<file path="src/rtl/hmflc_pkg.sv">
// ----------------------------------------------------------------------------
// hmflc_pkg
// Shared widths, register indexes, mode and reason codes, and the types
// passed between the humidity / motion fan and light controller modules.
// ----------------------------------------------------------------------------
package hmflc_pkg;

  // sample window
  localparam int WINDOW_DEPTH = 10;
  localparam int CNT_W        = $clog2(WINDOW_DEPTH + 1);

  // field widths
  localparam int RH_W     = 10;
  localparam int TIME_W   = 32;
  localparam int HOLD_W   = 16;
  localparam int LEVEL_W  = 7;
  localparam int MODE_W   = 2;
  localparam int LREASON_W = 2;
  localparam int FREASON_W = 3;

  // hold time in ms is seconds times 1000
  localparam int HOLD_SCALE = 1000;
  localparam int LIMIT_W    = HOLD_W + $clog2(HOLD_SCALE);

  // humidity levels in tenths; soft bound is 9*off + on
  localparam int TENTH_SCALE = 10;
  localparam int SOFT_OFF_MUL = TENTH_SCALE - 1;
  localparam int TENTHS_W     = LEVEL_W + 4;

  // configuration port
  localparam int DATA_W = 32;
  localparam int ADDR_W = 5;
  localparam int IDX_W  = 3;

  localparam logic [IDX_W-1:0] REG_LIGHT_HOLD = 3'd0;
  localparam logic [IDX_W-1:0] REG_FAN_HOLD   = 3'd1;
  localparam logic [IDX_W-1:0] REG_ON_LEVEL   = 3'd2;
  localparam logic [IDX_W-1:0] REG_OFF_LEVEL  = 3'd3;
  localparam logic [IDX_W-1:0] REG_LIGHT_MODE = 3'd4;
  localparam logic [IDX_W-1:0] REG_FAN_MODE   = 3'd5;

  // mode selector codes; the unused code behaves as forced off
  localparam logic [MODE_W-1:0] MODE_AUTO = 2'd0;
  localparam logic [MODE_W-1:0] MODE_ON   = 2'd1;
  localparam logic [MODE_W-1:0] MODE_OFF  = 2'd2;

  // light reason codes
  localparam logic [LREASON_W-1:0] LR_NONE   = 2'd0;
  localparam logic [LREASON_W-1:0] LR_MOTION = 2'd1;
  localparam logic [LREASON_W-1:0] LR_FORCED = 2'd2;

  // fan reason codes
  localparam logic [FREASON_W-1:0] FR_NONE   = 3'd0;
  localparam logic [FREASON_W-1:0] FR_HIGH   = 3'd1;
  localparam logic [FREASON_W-1:0] FR_LOW    = 3'd2;
  localparam logic [FREASON_W-1:0] FR_SOFT   = 3'd3;
  localparam logic [FREASON_W-1:0] FR_MOTION = 3'd4;
  localparam logic [FREASON_W-1:0] FR_FORCED = 3'd5;

  // decoded configuration handed to the datapath
  typedef struct packed {
    logic [LIMIT_W-1:0]  light_limit;
    logic [LIMIT_W-1:0]  fan_limit;
    logic [TENTHS_W-1:0] on_tenths;
    logic [TENTHS_W-1:0] off_tenths;
    logic [TENTHS_W-1:0] soft_bound;
    logic [MODE_W-1:0]   light_sel;
    logic [MODE_W-1:0]   fan_sel;
    logic                clear_window;
  } cfg_t;

  // one result beat
  typedef struct packed {
    logic                 light_on;
    logic                 fan_on;
    logic [LREASON_W-1:0] light_reason;
    logic [FREASON_W-1:0] fan_reason;
  } res_t;

endpackage

</file>
<file path="src/rtl/hmflc_in_if.sv">
// ----------------------------------------------------------------------------
// hmflc_in_if
// Sample channel: valid / ready handshake with humidity, motion and time.
// ----------------------------------------------------------------------------
interface hmflc_in_if;
  logic                           valid;
  logic                           ready;
  logic [hmflc_pkg::RH_W-1:0]     humidity_tenths;
  logic                           motion_seen;
  logic [hmflc_pkg::TIME_W-1:0]   now_ms;

  modport source (output valid, output humidity_tenths, output motion_seen,
                  output now_ms, input ready);
  modport sink (input valid, input humidity_tenths, input motion_seen,
                input now_ms, output ready);
endinterface

</file>
<file path="src/rtl/hmflc_out_if.sv">
// ----------------------------------------------------------------------------
// hmflc_out_if
// Command channel: valid / ready handshake with light and fan commands.
// ----------------------------------------------------------------------------
interface hmflc_out_if;
  logic                              valid;
  logic                              ready;
  logic                              light_on;
  logic                              fan_on;
  logic [hmflc_pkg::LREASON_W-1:0]   light_reason;
  logic [hmflc_pkg::FREASON_W-1:0]   fan_reason;

  modport source (output valid, output light_on, output fan_on,
                  output light_reason, output fan_reason, input ready);
  modport sink (input valid, input light_on, input fan_on,
                input light_reason, input fan_reason, output ready);
endinterface

</file>
<file path="src/rtl/hmflc_cfg.sv">
// ----------------------------------------------------------------------------
// hmflc_cfg
// APB-style register file; keeps the hold limits in ms precomputed and
// flags a window flush on every write to a listed register.
// ----------------------------------------------------------------------------
module hmflc_cfg (
  input  logic                          clk,
  input  logic                          rst_n,
  input  logic                          psel,
  input  logic                          penable,
  input  logic                          pwrite,
  input  logic [hmflc_pkg::ADDR_W-1:0]  paddr,
  input  logic [hmflc_pkg::DATA_W-1:0]  pwdata,
  output logic [hmflc_pkg::DATA_W-1:0]  prdata,
  output logic                          pready,
  output hmflc_pkg::cfg_t               cfg
);

  logic [hmflc_pkg::HOLD_W-1:0]   light_hold_r, light_hold_nxt;
  logic [hmflc_pkg::HOLD_W-1:0]   fan_hold_r, fan_hold_nxt;
  logic [hmflc_pkg::LIMIT_W-1:0]  light_limit_r, light_limit_nxt;
  logic [hmflc_pkg::LIMIT_W-1:0]  fan_limit_r, fan_limit_nxt;
  logic [hmflc_pkg::LEVEL_W-1:0]  on_level_r, on_level_nxt;
  logic [hmflc_pkg::LEVEL_W-1:0]  off_level_r, off_level_nxt;
  logic [hmflc_pkg::MODE_W-1:0]   light_sel_r, light_sel_nxt;
  logic [hmflc_pkg::MODE_W-1:0]   fan_sel_r, fan_sel_nxt;
  logic                           wr_en;
  logic                           clear;
  logic [hmflc_pkg::IDX_W-1:0]    idx;
  logic [hmflc_pkg::LIMIT_W-1:0]  wr_limit;

  assign pready = 1'b1;
  assign wr_en  = psel & penable & pwrite;
  assign idx    = paddr[hmflc_pkg::ADDR_W-1:2];

  // hold seconds scaled to ms once, at write time
  assign wr_limit = hmflc_pkg::LIMIT_W'(
    32'(pwdata[hmflc_pkg::HOLD_W-1:0]) * 32'(hmflc_pkg::HOLD_SCALE));

  // register write decode
  always_comb begin
    light_hold_nxt  = light_hold_r;
    fan_hold_nxt    = fan_hold_r;
    light_limit_nxt = light_limit_r;
    fan_limit_nxt   = fan_limit_r;
    on_level_nxt    = on_level_r;
    off_level_nxt   = off_level_r;
    light_sel_nxt   = light_sel_r;
    fan_sel_nxt     = fan_sel_r;
    clear           = 1'b0;
    if (wr_en) begin
      unique case (idx)
        hmflc_pkg::REG_LIGHT_HOLD: begin
          light_hold_nxt  = pwdata[hmflc_pkg::HOLD_W-1:0];
          light_limit_nxt = wr_limit;
          clear           = 1'b1;
        end
        hmflc_pkg::REG_FAN_HOLD: begin
          fan_hold_nxt  = pwdata[hmflc_pkg::HOLD_W-1:0];
          fan_limit_nxt = wr_limit;
          clear         = 1'b1;
        end
        hmflc_pkg::REG_ON_LEVEL: begin
          on_level_nxt = pwdata[hmflc_pkg::LEVEL_W-1:0];
          clear        = 1'b1;
        end
        hmflc_pkg::REG_OFF_LEVEL: begin
          off_level_nxt = pwdata[hmflc_pkg::LEVEL_W-1:0];
          clear         = 1'b1;
        end
        hmflc_pkg::REG_LIGHT_MODE: begin
          light_sel_nxt = pwdata[hmflc_pkg::MODE_W-1:0];
          clear         = 1'b1;
        end
        hmflc_pkg::REG_FAN_MODE: begin
          fan_sel_nxt = pwdata[hmflc_pkg::MODE_W-1:0];
          clear       = 1'b1;
        end
        default: begin
          clear = 1'b0;
        end
      endcase
    end
  end

  // register state
  always_ff @(posedge clk) begin
    if (!rst_n) begin
      light_hold_r  <= '0;
      fan_hold_r    <= '0;
      light_limit_r <= '0;
      fan_limit_r   <= '0;
      on_level_r    <= '0;
      off_level_r   <= '0;
      light_sel_r   <= hmflc_pkg::MODE_AUTO;
      fan_sel_r     <= hmflc_pkg::MODE_AUTO;
    end else begin
      light_hold_r  <= light_hold_nxt;
      fan_hold_r    <= fan_hold_nxt;
      light_limit_r <= light_limit_nxt;
      fan_limit_r   <= fan_limit_nxt;
      on_level_r    <= on_level_nxt;
      off_level_r   <= off_level_nxt;
      light_sel_r   <= light_sel_nxt;
      fan_sel_r     <= fan_sel_nxt;
    end
  end

  // readback
  always_comb begin
    unique case (idx)
      hmflc_pkg::REG_LIGHT_HOLD: prdata = hmflc_pkg::DATA_W'(light_hold_r);
      hmflc_pkg::REG_FAN_HOLD:   prdata = hmflc_pkg::DATA_W'(fan_hold_r);
      hmflc_pkg::REG_ON_LEVEL:   prdata = hmflc_pkg::DATA_W'(on_level_r);
      hmflc_pkg::REG_OFF_LEVEL:  prdata = hmflc_pkg::DATA_W'(off_level_r);
      hmflc_pkg::REG_LIGHT_MODE: prdata = hmflc_pkg::DATA_W'(light_sel_r);
      hmflc_pkg::REG_FAN_MODE:   prdata = hmflc_pkg::DATA_W'(fan_sel_r);
      default:                   prdata = '0;
    endcase
  end

  // levels in tenths and the soft-down bound 9*off + on
  always_comb begin
    cfg.light_limit  = light_limit_r;
    cfg.fan_limit    = fan_limit_r;
    cfg.on_tenths    = hmflc_pkg::TENTHS_W'(on_level_r) *
                       hmflc_pkg::TENTHS_W'(hmflc_pkg::TENTH_SCALE);
    cfg.off_tenths   = hmflc_pkg::TENTHS_W'(off_level_r) *
                       hmflc_pkg::TENTHS_W'(hmflc_pkg::TENTH_SCALE);
    cfg.soft_bound   = hmflc_pkg::TENTHS_W'(off_level_r) *
                       hmflc_pkg::TENTHS_W'(hmflc_pkg::SOFT_OFF_MUL) +
                       hmflc_pkg::TENTHS_W'(on_level_r);
    cfg.light_sel    = light_sel_r;
    cfg.fan_sel      = fan_sel_r;
    cfg.clear_window = clear;
  end

endmodule

</file>
<file path="src/rtl/hmflc_cell.sv">
// ----------------------------------------------------------------------------
// hmflc_cell
// One window cell: holds one older sample, passes it right on each beat and
// adds its own bound check to the running all-below flag.
// ----------------------------------------------------------------------------
module hmflc_cell (
  input  logic                            clk,
  input  logic                            shift_en,
  input  logic [hmflc_pkg::RH_W-1:0]      d_in,
  input  logic [hmflc_pkg::TENTHS_W-1:0]  bound,
  input  logic                            ok_in,
  output logic [hmflc_pkg::RH_W-1:0]      q,
  output logic                            ok_out
);

  logic [hmflc_pkg::RH_W-1:0] sample_r;

  // sample storage, shifts with every accepted beat
  always_ff @(posedge clk) begin
    if (shift_en) begin
      sample_r <= d_in;
    end
  end

  assign q      = sample_r;
  assign ok_out = ok_in & (hmflc_pkg::TENTHS_W'(sample_r) <= bound);

endmodule

</file>
<file path="src/rtl/hmflc_window.sv">
// ----------------------------------------------------------------------------
// hmflc_window
// Recent-sample window as a row of cells plus a fill count. Reports whether
// the window including the incoming sample is full and entirely at or below
// the soft bound.
// ----------------------------------------------------------------------------
module hmflc_window (
  input  logic                            clk,
  input  logic                            rst_n,
  input  logic                            shift_en,
  input  logic                            clear,
  input  logic [hmflc_pkg::RH_W-1:0]      sample_in,
  input  logic [hmflc_pkg::TENTHS_W-1:0]  bound,
  output logic                            soft_ready
);

  localparam int NCELL = hmflc_pkg::WINDOW_DEPTH - 1;

  logic [hmflc_pkg::RH_W-1:0]  q [NCELL];
  logic                        ok [NCELL+1];
  logic [hmflc_pkg::CNT_W-1:0] cnt_r, cnt_nxt;
  logic                        full_next;

  // incoming sample starts the check chain
  assign ok[0] = hmflc_pkg::TENTHS_W'(sample_in) <= bound;

  // the incoming sample plus the cells form the window after this beat
  for (genvar i = 0; i < NCELL; i++) begin : g_cell
    hmflc_cell u_cell (
      .clk      (clk),
      .shift_en (shift_en),
      .d_in     ((i == 0) ? sample_in : q[(i == 0) ? 0 : i-1]),
      .bound    (bound),
      .ok_in    (ok[i]),
      .q        (q[i]),
      .ok_out   (ok[i+1])
    );
  end

  // fill count saturates at the window depth
  assign full_next = cnt_r >= hmflc_pkg::CNT_W'(hmflc_pkg::WINDOW_DEPTH - 1);

  always_comb begin
    cnt_nxt = cnt_r;
    if (clear) begin
      cnt_nxt = '0;
    end else if (shift_en && !full_next) begin
      cnt_nxt = cnt_r + hmflc_pkg::CNT_W'(1);
    end else if (shift_en) begin
      cnt_nxt = hmflc_pkg::CNT_W'(hmflc_pkg::WINDOW_DEPTH);
    end
  end

  always_ff @(posedge clk) begin
    if (!rst_n) begin
      cnt_r <= '0;
    end else begin
      cnt_r <= cnt_nxt;
    end
  end

  assign soft_ready = full_next & ok[NCELL];

`ifndef SYNTHESIS
  // fill count never passes the depth
  a_cnt_range: assert property (@(posedge clk) disable iff (!rst_n)
    cnt_r <= hmflc_pkg::CNT_W'(hmflc_pkg::WINDOW_DEPTH))
    else $error("window count above depth");

  // a flush empties the window on the next cycle
  a_clear: assert property (@(posedge clk) disable iff (!rst_n)
    clear |=> cnt_r == '0)
    else $error("window not emptied after config write");
`endif

endmodule

</file>
<file path="src/rtl/humidity_motion_fan_light_controller.sv">
// ----------------------------------------------------------------------------
// humidity_motion_fan_light_controller
// Light and fan commands from humidity samples, motion and a ms timestamp,
// with hold timers, a humidity latch with soft release and forced modes.
// ----------------------------------------------------------------------------
//  port     | direction | carries
//  ---------+-----------+----------------------------------------------
//  in_ch    | sink      | humidity_tenths, motion_seen, now_ms
//  out_ch   | source    | light_on, fan_on, light_reason, fan_reason
//  cfg_*    | slave     | APB register port, registers at 4 * index
//
// One sample beat per cycle while the skid is empty; its result is registered in the output register, or in the skid
// while the output waits. All decisions for a beat are made in the cycle of acceptance: the hold compares, the
// latch compares and the AND chain through the window cells.
// An output register plus a one-entry skid keep input accepting while a
// result waits; input stalls only while the skid is occupied.
// Reset is synchronous and active low; no clearing pass is needed.
// ----------------------------------------------------------------------------
module humidity_motion_fan_light_controller (
  input  logic                          clk,
  input  logic                          rst_n,
  hmflc_in_if.sink                      in_ch,
  hmflc_out_if.source                   out_ch,
  input  logic                          cfg_psel,
  input  logic                          cfg_penable,
  input  logic                          cfg_pwrite,
  input  logic [hmflc_pkg::ADDR_W-1:0]  cfg_paddr,
  input  logic [hmflc_pkg::DATA_W-1:0]  cfg_pwdata,
  output logic [hmflc_pkg::DATA_W-1:0]  cfg_prdata,
  output logic                          cfg_pready
);

  hmflc_pkg::cfg_t                 cfg;
  logic                            acc;
  logic                            soft_ready;
  logic [hmflc_pkg::TIME_W-1:0]    last_motion_r, last_motion_nxt;
  logic                            latch_r, latch_nxt;
  logic [hmflc_pkg::FREASON_W-1:0] fan_reason_r, fan_reason_nxt;
  logic [hmflc_pkg::TIME_W-1:0]    elapsed;
  logic                            light_m, fan_m;
  hmflc_pkg::res_t                 res;
  hmflc_pkg::res_t                 out_r, out_nxt;
  hmflc_pkg::res_t                 skid_r, skid_nxt;
  logic                            out_v_r, out_v_nxt;
  logic                            skid_v_r, skid_v_nxt;

  // register port
  hmflc_cfg u_cfg (
    .clk     (clk),
    .rst_n   (rst_n),
    .psel    (cfg_psel),
    .penable (cfg_penable),
    .pwrite  (cfg_pwrite),
    .paddr   (cfg_paddr),
    .pwdata  (cfg_pwdata),
    .prdata  (cfg_prdata),
    .pready  (cfg_pready),
    .cfg     (cfg)
  );

  assign in_ch.ready = !skid_v_r;
  assign acc         = in_ch.valid & in_ch.ready;

  // sample window
  hmflc_window u_window (
    .clk        (clk),
    .rst_n      (rst_n),
    .shift_en   (acc),
    .clear      (cfg.clear_window),
    .sample_in  (in_ch.humidity_tenths),
    .bound      (cfg.soft_bound),
    .soft_ready (soft_ready)
  );

  // hold timers on wrapped elapsed time
  assign elapsed = in_ch.now_ms - last_motion_r;
  assign light_m = in_ch.motion_seen |
                   (elapsed < hmflc_pkg::TIME_W'(cfg.light_limit));
  assign fan_m   = in_ch.motion_seen |
                   (elapsed < hmflc_pkg::TIME_W'(cfg.fan_limit));

  // per-beat decision
  always_comb begin
    latch_nxt       = latch_r;
    fan_reason_nxt  = fan_reason_r;
    last_motion_nxt = last_motion_r;
    res             = '0;

    if (in_ch.motion_seen) begin
      last_motion_nxt = in_ch.now_ms;
    end

    // humidity latch, high check first
    if (hmflc_pkg::TENTHS_W'(in_ch.humidity_tenths) >= cfg.on_tenths) begin
      latch_nxt      = 1'b1;
      fan_reason_nxt = hmflc_pkg::FR_HIGH;
    end else if (hmflc_pkg::TENTHS_W'(in_ch.humidity_tenths) <= cfg.off_tenths) begin
      latch_nxt      = 1'b0;
      fan_reason_nxt = hmflc_pkg::FR_LOW;
    end else if (latch_r && soft_ready) begin
      latch_nxt      = 1'b0;
      fan_reason_nxt = hmflc_pkg::FR_SOFT;
    end

    // motion hold wins over the latch
    if (fan_m) begin
      res.fan_on     = 1'b1;
      fan_reason_nxt = hmflc_pkg::FR_MOTION;
    end else begin
      res.fan_on = latch_nxt;
    end

    res.light_on     = light_m;
    res.light_reason = hmflc_pkg::LR_MOTION;

    // forced modes
    if (cfg.light_sel != hmflc_pkg::MODE_AUTO) begin
      res.light_on     = (cfg.light_sel == hmflc_pkg::MODE_ON);
      res.light_reason = hmflc_pkg::LR_FORCED;
    end
    if (cfg.fan_sel != hmflc_pkg::MODE_AUTO) begin
      res.fan_on     = (cfg.fan_sel == hmflc_pkg::MODE_ON);
      fan_reason_nxt = hmflc_pkg::FR_FORCED;
    end

    res.fan_reason = fan_reason_nxt;
  end

  // controller state
  always_ff @(posedge clk) begin
    if (!rst_n) begin
      last_motion_r <= '0;
      latch_r       <= 1'b0;
      fan_reason_r  <= hmflc_pkg::FR_NONE;
    end else if (acc) begin
      last_motion_r <= last_motion_nxt;
      latch_r       <= latch_nxt;
      fan_reason_r  <= fan_reason_nxt;
    end
  end

  // output register with one-entry skid
  always_comb begin
    out_nxt    = out_r;
    skid_nxt   = skid_r;
    out_v_nxt  = out_v_r;
    skid_v_nxt = skid_v_r;
    if (!out_v_r || out_ch.ready) begin
      if (skid_v_r) begin
        out_nxt    = skid_r;
        out_v_nxt  = 1'b1;
        skid_v_nxt = 1'b0;
      end else begin
        out_nxt   = res;
        out_v_nxt = acc;
      end
    end else if (acc) begin
      skid_nxt   = res;
      skid_v_nxt = 1'b1;
    end
  end

  always_ff @(posedge clk) begin
    if (!rst_n) begin
      out_v_r  <= 1'b0;
      skid_v_r <= 1'b0;
    end else begin
      out_v_r  <= out_v_nxt;
      skid_v_r <= skid_v_nxt;
    end
  end

  always_ff @(posedge clk) begin
    out_r  <= out_nxt;
    skid_r <= skid_nxt;
  end

  assign out_ch.valid        = out_v_r;
  assign out_ch.light_on     = out_r.light_on;
  assign out_ch.fan_on       = out_r.fan_on;
  assign out_ch.light_reason = out_r.light_reason;
  assign out_ch.fan_reason   = out_r.fan_reason;

`ifndef SYNTHESIS
  // skid holds a beat only behind a waiting output beat
  a_skid_behind_out: assert property (@(posedge clk) disable iff (!rst_n)
    skid_v_r |-> out_v_r)
    else $error("skid beat without output beat");

  // every accepted sample leaves a result waiting next cycle
  a_accept_gives_result: assert property (@(posedge clk) disable iff (!rst_n)
    acc |=> out_v_r)
    else $error("accepted beat produced no result");
`endif

endmodule
</file>
<file path="src/flat_wrapper.sv">
// flat-port wrapper written by rule: the top's interface ports become plain ports
module humidity_motion_fan_light_controller_flat 
  (clk, rst_n, cfg_psel, cfg_penable, cfg_pwrite, cfg_paddr, cfg_pwdata, cfg_prdata, cfg_pready, in_ch_valid, in_ch_humidity_tenths, in_ch_motion_seen, in_ch_now_ms, in_ch_ready, out_ch_valid, out_ch_light_on, out_ch_fan_on, out_ch_light_reason, out_ch_fan_reason, out_ch_ready);
  hmflc_in_if in_ch_i ();
  hmflc_out_if out_ch_i ();
  input  logic clk;
  input  logic rst_n;
  input  logic cfg_psel;
  input  logic cfg_penable;
  input  logic cfg_pwrite;
  input  logic [hmflc_pkg::ADDR_W-1:0] cfg_paddr;
  input  logic [hmflc_pkg::DATA_W-1:0] cfg_pwdata;
  output logic [hmflc_pkg::DATA_W-1:0] cfg_prdata;
  output logic cfg_pready;
  input wire logic [$bits(in_ch_i.valid)-1:0] in_ch_valid;
  input wire logic [$bits(in_ch_i.humidity_tenths)-1:0] in_ch_humidity_tenths;
  input wire logic [$bits(in_ch_i.motion_seen)-1:0] in_ch_motion_seen;
  input wire logic [$bits(in_ch_i.now_ms)-1:0] in_ch_now_ms;
  output wire logic [$bits(in_ch_i.ready)-1:0] in_ch_ready;
  output wire logic [$bits(out_ch_i.valid)-1:0] out_ch_valid;
  output wire logic [$bits(out_ch_i.light_on)-1:0] out_ch_light_on;
  output wire logic [$bits(out_ch_i.fan_on)-1:0] out_ch_fan_on;
  output wire logic [$bits(out_ch_i.light_reason)-1:0] out_ch_light_reason;
  output wire logic [$bits(out_ch_i.fan_reason)-1:0] out_ch_fan_reason;
  input wire logic [$bits(out_ch_i.ready)-1:0] out_ch_ready;
  assign in_ch_i.valid = in_ch_valid;
  assign in_ch_i.humidity_tenths = in_ch_humidity_tenths;
  assign in_ch_i.motion_seen = in_ch_motion_seen;
  assign in_ch_i.now_ms = in_ch_now_ms;
  assign in_ch_ready = in_ch_i.ready;
  assign out_ch_valid = out_ch_i.valid;
  assign out_ch_light_on = out_ch_i.light_on;
  assign out_ch_fan_on = out_ch_i.fan_on;
  assign out_ch_light_reason = out_ch_i.light_reason;
  assign out_ch_fan_reason = out_ch_i.fan_reason;
  assign out_ch_i.ready = out_ch_ready;
  humidity_motion_fan_light_controller u_core (.clk(clk), .rst_n(rst_n), .in_ch(in_ch_i), .out_ch(out_ch_i), .cfg_psel(cfg_psel), .cfg_penable(cfg_penable), .cfg_pwrite(cfg_pwrite), .cfg_paddr(cfg_paddr), .cfg_pwdata(cfg_pwdata), .cfg_prdata(cfg_prdata), .cfg_pready(cfg_pready));
endmodule
</file>
<file path="config.mk">
export PLATFORM = sky130hd
export DESIGN_NAME = humidity_motion_fan_light_controller_flat
export DESIGN_NICKNAME = d
export VERILOG_FILES = /design/src/rtl/hmflc_pkg.sv /design/src/rtl/hmflc_in_if.sv /design/src/rtl/hmflc_out_if.sv /design/src/rtl/hmflc_cfg.sv /design/src/rtl/hmflc_cell.sv /design/src/rtl/hmflc_window.sv /design/src/rtl/humidity_motion_fan_light_controller.sv /design/src/flat_wrapper.sv
export SDC_FILE = /design/constraint.sdc
export NUM_CORES = 1
export LEC_CHECK = 0
export BUFFER_PORTS_ARGS = -buffer_cell sky130_fd_sc_hd__buf_2
export CAP_MARGIN = 0
export CORE_ASPECT_RATIO = 1.1
export CORE_MARGIN = 3
export CORE_UTILIZATION = 58
export DETAILED_ROUTE_END_ITERATION = 10
export GPL_TIMING_DRIVEN = 0
export PLACE_DENSITY = 0.77
export SYNTH_ARGS = -nofsm -noshare
export SYNTH_HDL_FRONTEND = slang
export SYNTH_SLANG_ARGS = --single-unit
</file>
<file path="constraint.sdc">
create_clock -name clk -period 16.3 [get_ports clk]
set_input_delay 3.26 -clock clk [delete_from_list [all_inputs] [get_ports clk]]
set_output_delay 3.26 -clock clk [all_outputs]
set_load 0.01 [all_outputs]
</file>
* Word-level counts from Yosys, hierarchy flattened
Index checks and enable logic that the tools add are counted.
** Word-level totals
- Flip-flop bits (word level) :: 242
- Input bits :: 87
- Memory bits (read-only) :: 0
- Latch bits :: 0
- Memories :: 0
- RAM bits :: 0
** Cells by class
- Shifts and indexed selects :: 0
- $lt $le $gt $ge :: 15
- Bitwise operators :: 17
- $mul :: 4
- Reductions and logical operators :: 21
- Mux-type cells :: 19
- Add/sub/neg operators :: 3
- Equal/unequal tests :: 7
- Divide/modulo/power cells :: 0
** Operator list (count)
- $le 10x11->1 :: 11
- $pmux 16 s6 :: 1
- $lt 32x26->1 :: 2
- $sub 32x32->32 :: 1
- $mul 16x7->23 const B :: 1
- $mul 7x3->10 const B :: 2
- $reduce_and 2->1 :: 8
- $mux 3 :: 5
- $and 1x1->1 :: 13
- $add 11x7->11 :: 1
- $ge 10x11->1 :: 1
- $mul 7x4->11 const B :: 1
- $mux 1 :: 9
- $mux 4 :: 2
- $mux 7 :: 1
- $eq 3x2->1 const B :: 2
- $eq 3x3->1 const B :: 2
- $reduce_bool 2->1 :: 3
- $reduce_or 6->1 :: 1
- $add 4x1->4 const B :: 1
- $eq 2x1->1 const B :: 2
- $ge 4x4->1 const B :: 1
- $reduce_or 2->1 :: 2
- $eq 3x1->1 const B :: 1
- other kinds (7) :: 12

* Logic depth before layout (Yosys ltp)
Gate-level depths: netlist of the first run.
- Word-level depth :: 20
- Mapped depth :: 23
- Mapped depth without buffers :: 23

* Cells and area by module
Synthesis of the first run repeated with hierarchy kept, for this count alone.
** Second synthesis, totals
- Cell total of the unflattened synthesis :: 2161
- Area, all modules :: 19454.9 um^2
** By module, submodules not included
- hmflc_cfg :: times used 1, cells an instance 934, area an instance 8135.3 um^2
- humidity_motion_fan_light_controller :: times used 1, cells an instance 759, area an instance 5766.8 um^2
- hmflc_cell :: times used 9, cells an instance 45, area an instance 561.8 um^2
- hmflc_window :: times used 1, cells an instance 63, area an instance 496.7 um^2

* Least setup slack after synthesis of the first run
OpenSTA, ideal clock, no wires.
- Kind :: input-to-output
- Start :: input cfg_paddr[2] (netlist bit)
- End :: output cfg_prdata[1] (netlist bit)
- Setup slack :: 8.187 ns
- Stages :: 5
- Path buffers :: 3
- Arrival :: 4.853 ns
- Path through :: clkbuf_1 > buf_1 > clkbuf_1 > a31oi_1 > o21ai_0
** On the way
- Longest elaborated chain between the ends :: 2
** RTL lines
- start: declaration :: RTL line flat_wrapper.sv:11 : input logic [hmflc_pkg::ADDR_W-1:0] cfg_paddr;
- $eq 3x3->1 (tied with other cells) :: RTL line hmflc_cfg.sv:111 : unique case (idx)
- $pmux 16 s6 * :: RTL line hmflc_cfg.sv:111
- end: declaration :: RTL line flat_wrapper.sv:13 : output logic [hmflc_pkg::DATA_W-1:0] cfg_prdata;
Every way passes the cells marked *; elsewhere a longest branch is shown, timed or not.

* Worst setup path after layout of the first run
Ends and elaborated chain as after synthesis.

==> reports/results.txt, run 1 <==
First-pass GRT wire length - 71,600 µm
WS Path Type - in2out
GRT overflow - 0
EDFF count, synth - 104
H-tree depth - 1
Yosys warning total - 0
Syn Area/Cell - 9.66 µm²
Setup TNS - 0 ns
Max-cap viol count - 0
Layout area overhead - 10.8%
Seq cells post-synth - 238
Number of cells produced by synthesis - 1,841
Largest net degree at the start of global routing - 100
WHS - 0.452 ns
Finished Core Util - 65.9%
Final Max Tran Viols - 0
Dominant cell type by area after synthesis - ha_1
# nets final - 2,398
Hold/Removal Path Class - reg2reg
CTS max path bufs - 3
CP Launch Point - cfg_paddr[2]
Routed metal-1 wirelength - 17,600 µm
Port bufs - 90
Clock Skew - 0.00997 ns
CTS hold repair buffers - 0
RR Endpoint - u_core.out_ch.fan_on$_DFFE_PP_
Reg2reg path depth - 22
Synth cell types - 81
Pwr dens - 103 nW/µm²
Routability congestion estimate - 0.905
CTS sink count - 238
Vias per inst - 5.83
Via count - 14,000
Relative slew margins - 8.31%
Synth Flop Type - dfxtp_1
Vias in the first global route - 14,500
Setup WS post-layout - 7.32 ns
FF+latch area - 5810 µm²
CP arrival - 5.72 ns
Final min period - 8.98 ns
Drt pass-1 iters - 7
CP Capture Type - output pin
RSZ-0062 raised after global routing - no
Core ar. - 29,900 µm²
Post-CTS sizing - 0
Share of cells above drive strength 1 - 9.87%
Drt initial violations - 865
Sequential fraction of the synthesis area - 32.6%
# setup viols final - 0
Die height - 190 µm
DRC violations left - 0
Post-DP HPWL - 34,500 µm
Routed Wire Length - 43,800 µm
Root buffer cell - clkbuf_16
Total GRT Usage - 26.6%
Fmax - 0.111 GHz
Setup crit start kind - input pin
Mapped cell area - 17,800 µm²
Worst EP required - 13.04 ns
Outcome - finished, final reports clean
Rows - 66
CP Max Fanout - 10
Max IR drop VDD - 0.194 mV
Async SR Flop Fraction - 0%
Die Span X - 173 µm
Antenna viol nets, final - 0
CTS tree - done
Synth top area share - 19.4%
I/O pin count - 129
Worst Setup EP - cfg_prdata[1]
Fillers - 2,463
Final hold viol count - 0
Routed wire per std cell - 18.2 µm
Tot Pwr - 2.02 mW
Least-Margin Pin Slew - 1.37 ns
Crit Reg-Reg Startpoint - u_core.u_cfg.off_level_r[0]$_SDFFE_PN0P_
DIE AREA - 32,800 µm²
Leakage - 8.10 nW
Total CTS buffers - 27
Met3 routed WL - 2150 µm
Ant diodes - 0
Initial antenna violation count - 1
Setup Buffers After CTS - 0
Initial Utilization - 59.5%
R2R Setup Slk - 9.69 ns
Place WS - 7.40 ns
Synth top area cells - ha_1 (19%), edfxtp_1 (18%), dfxtp_1 (15%), fa_1 (6.8%), nand2_1 (5.1%)
Routed wl met2 - 22,000 µm
Multi-input gate area - 11,100 µm²
Reg clk slew, reported paths - 0.06 ns
Highest routed layer - met5
Clk Latency, worst-skew pair - 0.53 ns
Final clock period utilization by the worst path - 55.1%
cell type report:
class                           count  share of cell area [%]
Clock inverter                     10                   0.432
Timing Repair Buffer               90                    2.29
Inverter                          175                    3.36
Buffer                             65                    1.57
Clock buffer                       39                    4.09
Sequential cell                   238                    29.5
Multi-Input combinational cell   1378                    56.2
Tap cell                          408                    2.59
metrics by stage:
stage                     area, µm²  std cells
after CTS                     19700       2403
final                         19700       2403
after floorplan               17800       1856
after global routing          19700       2403
after detailed placement      18800       2354
after global placement        18800       2354
synth_stat cells, types with 5 or more instances:
cell type and number:
o211ai_1 12, o21ai_0 49, fa_1 60, nor3_1 26, o221ai_1 6, and3_1 8
a21o_1 39, o21bai_1 6, clkbuf_1 41, mux4_2 6, o31ai_1 8, inv_1 173
xor2_1 16, o2111ai_1 5, o21a_1 30, edfxtp_1 104, buf_4 17, a2111oi_0 6
nand3b_1 8, nor2_1 72, a211oi_1 9, or3_1 8, buf_1 5, a21boi_0 103
or2_2 6, a31oi_1 14, ha_1 276, a21oi_1 71, mux2i_1 35, o21ai_1 7
nand3_1 23, nand2b_1 15, nor2b_1 35, and2_1 6, nand4_1 33, nand2_1 244
xnor2_1 34, a211o_1 13, dfxtp_1 134
flip-flops by register name (all words and copies together), names as in the netlist, 7 cells and up:
register and count:
u_core.last_motion_r 32, u_core.skid_r 7, u_core.u_cfg.fan_hold_r 16, u_core.u_cfg.fan_limit_r 21, u_core.u_cfg.light_hold_r 16, u_core.u_cfg.light_limit_r 21
u_core.u_cfg.off_level_r 7, u_core.u_cfg.on_level_r 7, u_core.u_window.g_cell.u_cell.q 90
cell families after synthesis:
family          Yosys count  share of synthesized area [%]
simple gates            500                           13.0
compound gates          431                           17.3
fa+ha+maj               336                           26.2
buf+inv                 240                           5.44
flops                   238                           32.6
xor+xnor                 50                           2.46
mux                      44                           2.92
other cells               2                         0.0422
power breakdown:
group	switching, mW	internal [mW]	total, mW	leakage [nW]
Clock	0.249	0.360	0.608	0.446
Sequential	0.0157	0.651	0.667	2.10
Combinational	0.442	0.304	0.747	5.56
worst min path at each step:
stage                                                    startpoint                                         endpoint  slack [ns]  cells past startpoint
global placement    u_core.u_window.g_cell[2].u_cell.q[0]$_DFFE_PP_  u_core.u_window.g_cell[3].u_cell.q[0]$_DFFE_PP_        0.43                      0
floorplan           u_core.u_window.g_cell[0].u_cell.q[0]$_DFFE_PP_  u_core.u_window.g_cell[1].u_cell.q[0]$_DFFE_PP_        0.43                      0
global route        u_core.u_window.g_cell[1].u_cell.q[0]$_DFFE_PP_  u_core.u_window.g_cell[2].u_cell.q[0]$_DFFE_PP_        0.47                      0
CTS                 u_core.u_window.g_cell[1].u_cell.q[7]$_DFFE_PP_  u_core.u_window.g_cell[2].u_cell.q[7]$_DFFE_PP_        0.45                      0
detailed placement  u_core.u_window.g_cell[1].u_cell.q[0]$_DFFE_PP_  u_core.u_window.g_cell[2].u_cell.q[0]$_DFFE_PP_        0.44                      0
finish              u_core.u_window.g_cell[7].u_cell.q[9]$_DFFE_PP_  u_core.u_window.g_cell[8].u_cell.q[9]$_DFFE_PP_        0.45                      0
metal layers:
| metal | track usage [%] | vias up |
|---|---|---|
| met5 | 0 | - |
| met4 | 11.0 | 2 |
| met2 | 48.7 | 430 |
| li1 | - | 6787 |
| met3 | 2.81 | 128 |
| met1 | 31.8 | 6669 |
worst max-delay path, stage by stage:
cell      delay, ns
clkbuf_1       0.37
buf_1          0.53
clkbuf_1       0.70
a31oi_1        0.16
o21ai_0        0.47
buf_2          0.23
layout by cell type (no fill, tap or decap), types with 17 or more instances in the layout:
cell / count
edfxtp_1: 104
a21o_1: 39
xnor2_1: 34
nor2b_1: 35
o21a_1: 30
buf_2: 92
dfxtp_1: 134
clkbuf_16: 29
nor2_1: 72
clkbuf_1: 45
a21oi_1: 71
mux2i_1: 35
ha_1: 276
conb_1: 17
nand3_1: 23
buf_4: 17
fa_1: 60
nand2_1: 244
o21ai_0: 49
nor3_1: 26
nand4_1: 33
a21boi_0: 103
inv_1: 173
(Power assumes the default switching activity.)
==> inputs of run 2 (changes only) <==
Settings changed: CORE_UTILIZATION 58 to 56, PLACE_DENSITY 0.77 to 0.78.
Clock period 16.3 ns to 7.9 ns, I/O delays scaled along.
==> run 2 against run 1 <==
Highest routed layer is now met4. Clock skew grew 0.021 ns. Global-route usage down 0.55 points. Clock-buffer cell count rose by 2. Combinational power increased by 100%. Hold slack worse by 0.0086 ns. Sequential power rose by 110%. Clock power grew 96%.
==> reports/results.txt, run 2 (same netlist as run 1, synthesis figures left out) <==
Most common cell after layout, fill and taps aside - ha_1
Setup WS post-layout - 1.35 ns
# setup viols final - 0
I/O pin count - 129
Worst EP required - 8.17 ns
Least-Margin Pin Slew - 1.06 ns
Rows - 67
Fillers - 2,593
Max IR drop VDD - 0.267 mV
Post-CTS sizing - 0
Clk Latency, worst-skew pair - 0.55 ns
Leakage - 8.07 nW
Initial Utilization - 57.6%
Hold/Removal Path Class - reg2reg
GRT overflow - 0
CP Max Fanout - 10
CP arrival - 6.82 ns
Pwr dens - 208 nW/µm²
Vias per inst - 5.84
Die height - 193 µm
Core ar. - 30,800 µm²
Final Max Tran Viols - 0
Setup Buffers After CTS - 0
CTS max path bufs - 3
Initial antenna violation count - 1
Routed wire per std cell - 18.1 µm
First-pass GRT wire length - 71,800 µm
Slowest CP cell - xor2_1
DRC violations left - 0
Via count - 14,100
Root buffer cell - clkbuf_16
Final hold viol count - 0
Place WS - 1.36 ns
Setup TNS - 0 ns
Worst path max stage delay - 0.82 ns
DIE AREA - 33,900 µm²
Outcome - finished, final reports clean
Post-DP HPWL - 34,700 µm
RSZ-0062 raised after global routing - no
Setup crit start kind - register
Max-cap viol count - 0
Vias in the first global route - 14,500
Share of cells above drive strength 1 - 9.63%
Drt initial violations - 853
Reg2reg path depth - 21
Drt pass-1 iters - 5
Antenna viol nets, final - 0
Most common cell on crit path - ha_1
Relative slew margins - 29.0%
Commonest cells after routing, fill and taps aside - ha_1 (276), nand2_1 (244), inv_1 (173)
CTS hold repair buffers - 0
Worst Hold Depth - 0
CTS sink count - 238
WS Path Type - reg2reg
Final clock period utilization by the worst path - 82.9%
Final min period - 6.55 ns
Port bufs - 90
Total GRT Usage - 26.0%
Worst-path cell chain - ha_1 -> fa_1 -> ha_1 -> o21ai_0 -> a21oi_1 -> o21ai_0 -> nand2b_1 -> a21o_1 -> a21oi_1 -> xor2_1 -> ha_1 -> inv_1 -> a222oi_1 -> o2111ai_1 -> nor4_1 -> nand4_1 -> a2111oi_0 -> o2111ai_1 -> a41oi_1 -> a31oi_1 -> mux2_2
Reg clk slew, reported paths - 0.06 ns
Fmax - 0.153 GHz
Routability congestion estimate - 0.884
Largest net degree at the start of global routing - 100
Ant diodes - 0
CTS tree - done
Clock Skew - 0.0308 ns
H-tree depth - 1
Die Span X - 176 µm
Total CTS buffers - 27
Max FFs per register - 90
CP Capture Type - register
Tot Pwr - 4.08 mW
# nets final - 2,398
Routed Wire Length - 43,600 µm
Layout area overhead - 10.5%
run 2: changes by cell type in the layout (fill, tap and decap cells not counted), sizes merged:
| cell | previous run | this run |
|---|---|---|
| inv | 175 | 174 |
| bufinv | 1 | 0 |
| clkinv | 8 | 7 |
| clkbuf | 80 | 82 |
run 2: where the power goes:
| group | total (mW) | switching, mW | internal [mW] |
|---|---|---|---|
| clock network | 1.19 | 0.507 | 0.682 |
| logic | 1.52 | 0.901 | 0.622 |
| registers | 1.37 | 0.0284 | 1.34 |
run 2: cell type report:
type / count / area, µm² / share of cell area (%)
multi-input combinational: 1378 / 11100 / 56.3
sequential: 238 / 5810 / 29.5
clock buffer: 41 / 781 / 3.97
inverter: 175 / 662 / 3.37
tap: 414 / 518 / 2.64
timing repair buffer: 90 / 450 / 2.29
buffer: 65 / 310 / 1.58
clock inverter: 7 / 56.3 / 0.287
run 2: per-stage QoR:
stage / instance area, µm² / instances / hold WS, ns / util [%]
after floorplan: 17800 / 1856 / 0.426 / -
after global placement: 18800 / 2360 / 0.432 / 61.0
after detailed placement: 18800 / 2360 / 0.434 / 61.0
after CTS: 19700 / 2408 / 0.445 / 63.7
after global routing: 19700 / 2408 / 0.456 / 63.7
final: 19700 / 2408 / 0.443 / 63.7
run 2: worst paths after layout:
check	startpoint	to	slack (ns)
worst min register to register	u_core.u_window.g_cell[0].u_cell.q[0]$_DFFE_PP_	u_core.u_window.g_cell[1].u_cell.q[0]$_DFFE_PP_	0.44
worst max-delay path	u_core.u_cfg.off_level_r[4]$_SDFFE_PN0P_	u_core.out_ch.fan_on$_DFFE_PP_	1.35
worst max register to register	u_core.u_cfg.off_level_r[4]$_SDFFE_PN0P_	u_core.out_ch.fan_on$_DFFE_PP_	1.35
worst min-delay path	u_core.u_window.g_cell[0].u_cell.q[0]$_DFFE_PP_	u_core.u_window.g_cell[1].u_cell.q[0]$_DFFE_PP_	0.44
run 2: routing by layer:
metal / wire [µm] / vias to the layer above / GRT usage (%)
met2: 21200 / 402 / 46.0
met3: 2720 / 98 / 4.17
met5: 0 / - / 0
met1: 18300 / 6747 / 32.6
met4: 1420 / 0 / 8.53
li1: - / 6809 / -
run 2: worst max-delay path: cells and delay by family (launching register included):
kind,cells,cell delay (ns)
buf+inv,1,0.07
xor+xnor,1,0.82
fa+ha+maj,4,1.48
mux,1,0.33
simple gates,3,0.50
compound gates,11,2.55
flops,1,0.51
